[config.mk]
export PLATFORM = sky130hd
export DESIGN_NAME = rsi_sqrt_cell
export DESIGN_NICKNAME = d
export VERILOG_FILES = /design/src/rsi_pkg.sv /design/src/rsi_sqrt_cell.sv
export SDC_FILE = /design/constraint.sdc
export NUM_CORES = 1
export LEC_CHECK = 0
export BUFFER_PORTS_ARGS = -buffer_cell sky130_fd_sc_hd__buf_2
export CAP_MARGIN = 25
export CORE_AREA = 2 2 118 120
export DETAILED_ROUTE_END_ITERATION = 8
export DIE_AREA = 0 0 120 122
export GPL_ROUTABILITY_DRIVEN = 0
export GPL_TIMING_DRIVEN = 1
export HOLD_SLACK_MARGIN = 0.08
export PLACE_DENSITY = 0.84
export SYNTH_ARGS = -nofsm -noshare
export SYNTH_HDL_FRONTEND = slang
export SYNTH_SLANG_ARGS = --single-unit
[constraint.sdc]
create_clock -name clk_i -period 0.8 [get_ports clk_i]
set_input_delay 0.08 -clock clk_i [delete_from_list [all_inputs] [get_ports clk_i]]
set_output_delay 0.08 -clock clk_i [all_outputs]
set_load 0.01 [all_outputs]
[src/rsi_pkg.sv]
// ----------------------------------------------------------------------------
// rsi_pkg
// Widths, register indexes and the square-root cell record shared by the
// ray-sphere intersection core.
// ----------------------------------------------------------------------------
package rsi_pkg;

  localparam int CoordW    = 24;
  localparam int DirW      = 16;
  localparam int RadiusW   = 23;
  localparam int DeltaW    = CoordW + 1;
  localparam int DirFrac   = 14;
  localparam int DotPW     = DeltaW + DirW;
  localparam int DotW      = DotPW + 2;
  localparam int BW        = DotW - DirFrac;
  localparam int SqW       = 2 * DeltaW;
  localparam int RrW       = 2 * RadiusW;
  localparam int CW        = SqW + 2;
  localparam int BbW       = 2 * BW;
  localparam int DqW       = BbW + 1;
  localparam int RadicandW = BbW;
  localparam int RootW     = RadicandW / 2;
  localparam int RemW      = RootW + 3;
  localparam int NegBW     = BW + 1;
  localparam int TW        = NegBW + 1;
  localparam int DistW     = 24;

  localparam int CfgIdxW   = 8;
  localparam int CfgDataW  = CoordW;

  localparam int FrontStages = 5;
  localparam int Latency     = FrontStages + RootW + 1;

  localparam logic [CfgIdxW-1:0] RegCenterX = CfgIdxW'(0);
  localparam logic [CfgIdxW-1:0] RegCenterY = CfgIdxW'(1);
  localparam logic [CfgIdxW-1:0] RegCenterZ = CfgIdxW'(2);
  localparam logic [CfgIdxW-1:0] RegRadius  = CfgIdxW'(3);

  typedef struct packed {
    logic                    miss;
    logic signed [NegBW-1:0] neg_b;
    logic [RadicandW-1:0]    rad;
    logic [RemW-1:0]         rem;
    logic [RootW-1:0]        root;
  } sqrt_cell_t;

endpackage

[src/rsi_sqrt_cell.sv]
// ----------------------------------------------------------------------------
// rsi_sqrt_cell
// One digit cell of the square-root chain: takes the next two radicand bits,
// decides one root bit and hands the partial result to the next cell.
// ----------------------------------------------------------------------------
module rsi_sqrt_cell (
  input  logic                clk_i,
  input  logic                rst_ni,
  input  logic                valid_i,
  input  rsi_pkg::sqrt_cell_t cell_i,
  output logic                valid_o,
  output rsi_pkg::sqrt_cell_t cell_o
);

  logic [rsi_pkg::RemW-1:0] rem_shift;
  logic [rsi_pkg::RemW-1:0] trial;
  logic                     ge;
  rsi_pkg::sqrt_cell_t      cell_d;
  rsi_pkg::sqrt_cell_t      cell_q;
  logic                     valid_q;

  always_comb begin
    rem_shift = {cell_i.rem[rsi_pkg::RemW-3:0],
                 cell_i.rad[rsi_pkg::RadicandW-1 -: 2]};
    trial     = rsi_pkg::RemW'({cell_i.root, 2'b01});
    ge        = (rem_shift >= trial);
    cell_d       = cell_i;
    cell_d.rad   = cell_i.rad << 2;
    cell_d.root  = {cell_i.root[rsi_pkg::RootW-2:0], ge};
    cell_d.rem   = ge ? (rem_shift - trial) : rem_shift;
  end

  always_ff @(posedge clk_i or negedge rst_ni) begin
    if (!rst_ni) begin
      valid_q <= 1'b0;
    end else begin
      valid_q <= valid_i;
    end
  end

  always_ff @(posedge clk_i) begin
    cell_q <= cell_d;
  end

  assign valid_o = valid_q;
  assign cell_o  = cell_q;

endmodule

==> results of run 1 <==
-- stage by stage --
| step | utilization, % | setup TNS, ps | cells |
|---|---|---|---|
| after floorplan | - | -33770 | 504 |
| after global placement | 59.4 | -44180 | 1067 |
| after detailed placement | 59.4 | -45870 | 1067 |
| after CTS | 83.7 | -51270 | 1274 |
-- kinds of logic after synthesis --
group | Yosys count | share of synthesized area (%)
AOI/OAI and AO/OA | 125 | 15.7
xor gates and xnor gates | 24 | 4.04
adders and majority gates | 31 | 7.46
buffers and inverters | 52 | 4.21
DFF | 149 | 57.5
other | 1 | 0.0721
and+or+nand+nor | 121 | 11.0
-- routing by layer --
| layer | overflow | track usage (%) |
|---|---|---|
| met5 | 0 | 5.21 |
| met4 | 2 | 57.2 |
| met3 | 0 | 41.2 |
| met2 | 1 | 79.5 |
| met1 | 0 | 54.6 |
-- what timing repair did --
| action | CTS |
|---|---|
| gates cloned | 7 |
| setup buffers | 23 |
| pin swaps | 44 |
| hold buffers | 147 |
| endpoints found under the setup margin | 182 |
| endpoints found under the hold margin | 148 |
| gates resized for setup | 263 |
==> summary.txt, run 1 <==
Floorplan
  – Top-Level Pins: 304
  – Starting Density: 38.5%
  – Die width: 120 µm
  – FP Rows: 43
  – Die Span Y: 122 µm

Synth
  – Synth cell types: 59
  – Post-synth ARST share: 0.671%
  – Synth area leaders: dfxtp_1 (57%), ha_1 (7.5%), a21oi_1 (4.4%)
  – Post-synth top area cell: dfxtp_1
  – Number of synthesized flops with an enable pin: 0
  – Mapped Cells: 503
  – Avg Inst Size Synth: 10.3 µm²
  – Area fraction of the dominant cell type after synthesis: 57.0%
  – Seq cells post-synth: 149
  – Register area share after synthesis: 57.5%
  – Cell Area, Synth: 5200 µm²
  – Most frequent cell after synthesis: dfxtp_1
  – Most used DFF post-synth: dfxtp_1
  – Warning count from the yosys run: 0
  – Post-synth top cells: dfxtp_1 (148), a21oi_1 (46), nand2_1 (42)

Status
  – First error: [ERROR GRT-0232] Routing congestion too high. Check the congestion heatmap in the GUI.
  – Last stage reached: global routing (5_1_grt)
  – Status: aborted with a tool error

Clocking
  – Clk buf depth: 2
  – Sink Count: 149
  – Inserted Clock Buffers: 17
  – Root Driver: clkbuf_16
  – CTS H-Tree Depth: 4

Global routing
  – Largest net degree at the start of global routing: 17
  – Total GRT Usage: 57.7%
  – Congestion Overflow GR: 3

Placed design
  – Worst slack, placed: -1580 ps
  – Post-DP Area: 8020 µm²
  – # port buffers: 299
  – Hpwl dp: 15,000 µm

Timing
  – Worst endpoint type: register data pin
  – Worst EP post-GRT repair: cell_o[58]$_DFF_P_/D
==> run 2, diff against run 1 <==
HOLD_SLACK_MARGIN = not set   (was 0.08)
PLACE_DENSITY = not set   (was 0.84)
PLACE_DENSITY_LB_ADDON = 0.15   (was not set)
==> summary.txt, run 2 <==
Status
  – Status: finished with violations
  – Failing checks: setup timing

Min path
  – Hold Path Sink: cell_o[30]
  – Hold Crit Class: in -> reg
  – Hold path start: cell_i[118]
  – Hold path depth: 4

Setup path
  – Crit-path max FO: 4
  – Endpoint class of the critical path: register
  – Crit path from: cell_i[24]
  – WP data arrival: 2150 ps
  – CP required: 1120 ps
  – Crit start category: input port
  – WS Path Type: in -> reg

Power
  – LEAKAGE: 5.40 nW
  – Clk network pwr share: 35.2%
  – Int Power: 16.0 mW
  – Cell Pwr Density: 1990 nW/µm²
  – Reported net switching power: 7.23 mW
  – Post-layout power: 23.2 mW
  – Max VDD drop: 1420 µV
  – Power share of the sequential group: 36.7%
  – Switching Fraction: 31.1%
  – Comb pwr share: 28.2%

Clocking
  – Inserted Clock Buffers: 17
  – Sink Count: 149
  – TritonCTS clock tree: done
  – Clk buf depth: 2
  – Root Driver: clkbuf_16
  – Clock slew at reported path FFs: 70 ps
  – CTS H-Tree Depth: 4

Synth
  – Synth cell types: 59
  – Synth area leaders: dfxtp_1 (57%), ha_1 (7.5%), a21oi_1 (4.4%)
  – Post-synth top area cell: dfxtp_1
  – Mapped Cells: 503
  – Area fraction of the dominant cell type after synthesis: 57.0%
  – Post-synth top cells: dfxtp_1 (148), a21oi_1 (46), nand2_1 (42)
  – Number of synthesized flops with an enable pin: 0
  – Post-synth ARST share: 0.671%
  – Seq cells post-synth: 149
  – Most frequent cell after synthesis: dfxtp_1
  – Most used DFF post-synth: dfxtp_1
  – Avg Inst Size Synth: 10.3 µm²
  – Register area share after synthesis: 57.5%
  – Cell Area, Synth: 5200 µm²
  – Warning count from the yosys run: 0

Timing
  – Unrepaired setup endpoints after global routing: yes
  – Worst-margin pin slew: 532 ps
  – Final hold slack: 30.8 ps
  – Crit path setup slack, layout: -1030 ps
  – Slew HR: 64.2%
  – Highest Clock Rate: 0.548 GHz
  – Tmin final: 1830 ps
  – Final hold vios: 0
  – Final setup viols: 182
  – Max-slew violation count: 0
  – Crit share post-route: 228%

Final layout
  – Share of cells above drive strength 1: 62.9%
  – Fillers: 637
  – Final Non-Filler Cells: 1,283
  – Most frequent cells in the layout: buf_2 (181), dlygate4sd3_1 (145), buf_6 (126)
  – Nets: 1,269
  – Most common cell after layout, fill and taps aside: buf_2
  – Area Growth Syn to Fin: 124%
  – Largest register FFs: 148

Placed design
  – Hpwl dp: 14,500 µm
  – # port buffers: 299
  – DP Cell Count: 1,083
  – Worst slack, placed: -1540 ps

Route
  – Initial DRT Pass Iterations: 5
  – WL final: 27,800 µm
  – Via count: 6,498
  – Number of remaining DRC errors: 0
  – Vias per cell: 5.06
  – Antenna Nets Post-Route: 0
  – Initial DRC Count: 434
  – Post-DR wirelength/cell: 21.7 µm

Flow run
  – Maximum Capacitance Violations: 0

Floorplan
  – Top-Level Pins: 304
  – Die width: 120 µm
  – Starting Density: 38.5%
  – Die Span Y: 122 µm
  – Core area: 13,500 µm²
  – FP Rows: 43
  – Die area: 14,600 µm²

Global routing
  – Largest net degree at the start of global routing: 19
  – Vias in the first global route: 6,805
  – First-pass GRT wire length: 36,200 µm
  – Initial antenna violation count: 5
  – Total GRT Usage: 32.5%
  – Congestion Overflow GR: 0
run 2: cell counts after synthesis:
No cell type changed its count.
run 2: layout make-up:
cell class	instances	area [µm²]	area share, %
clock buffers	17	425	3.65
clock inverters	15	179	1.53
repair buffers	576	4790	41.1
well taps	180	225	1.93
multi-input cells	304	2740	23.5
diodes	5	12.5	0.107
flip-flops and latches	149	3120	26.8
inverters	37	171	1.47
run 2: per-layer routing:
layer | global-route usage (%) | wire, µm | vias up
met1 | 32.7 | 9700 | 3081
met4 | 18.8 | 1800 | 2
met3 | 8.52 | 2010 | 140
li1 | - | - | 2909
met5 | 0 | 13 | -
met2 | 60.4 | 14300 | 366
run 2: power groups by stage:
| stage | Clock (mW) | Sequential, mW | Combinational (mW) |
|---|---|---|---|
| after floorplan | 0 | 8.76 | 1.89 |
| after global placement | 0 | 8.43 | 4.33 |
| after detailed placement | 0 | 8.42 | 4.42 |
| after CTS | 8.02 | 8.38 | 5.82 |
| after global routing | 8.52 | 8.54 | 6.85 |
| final | 8.16 | 8.51 | 6.54 |
run 2: worst max path at each step:
stage / end / slack (ps)
6_report: cell_o[57] / -1030
5_1_grt: cell_o[41] / -1080
4_1_cts: cell_o[57] / -980
3_5_place_dp: cell_o[57] / -1540
3_3_place_gp: cell_o[57] / -1490
2_1_floorplan: cell_o[57] / -1240
run 2: worst max-delay path, cell delays in order:
cell,delay [ps]
buf_2,110
inv_2,50
ha_4,280
inv_1,60
o21bai_1,230
a21oi_2,120
o21ai_1,170
a211oi_2,90
buf_4,160
buf_4,140
and2_4,180
a2111o_1,360
o221a_2,140
run 2: stage by stage:
step	utilization, %	cell area [µm²]	TNS [ps]
global placement	60.4	8150	-46440
detailed placement	60.4	8150	-47690
global route	86.4	11700	-59500
floorplan	-	5660	-33770
CTS	82.5	11100	-51390
finish	86.4	11700	-54160
run 2: cell families after synthesis:
logic type,Yosys count,share of synthesized area (%)
xor gates and xnor gates,24,4.04
and+or+nand+nor,121,11.0
buffers and inverters,52,4.21
DFF,149,57.5
adders and majority gates,31,7.46
AOI/OAI and AO/OA,125,15.7
other,1,0.0721
run 2: timing repair:
| item | in CTS | in global routing |
|---|---|---|
| pin swaps | 19 | 14 |
| setup buffers | 13 | 9 |
| endpoints found under the hold margin | 144 | 1 |
| gates resized for setup | 224 | 135 |
| endpoints found under the setup margin | 182 | 182 |
| cloned | 2 | 0 |
| hold buffers | 144 | 1 |
(Power assumes the default switching activity.)
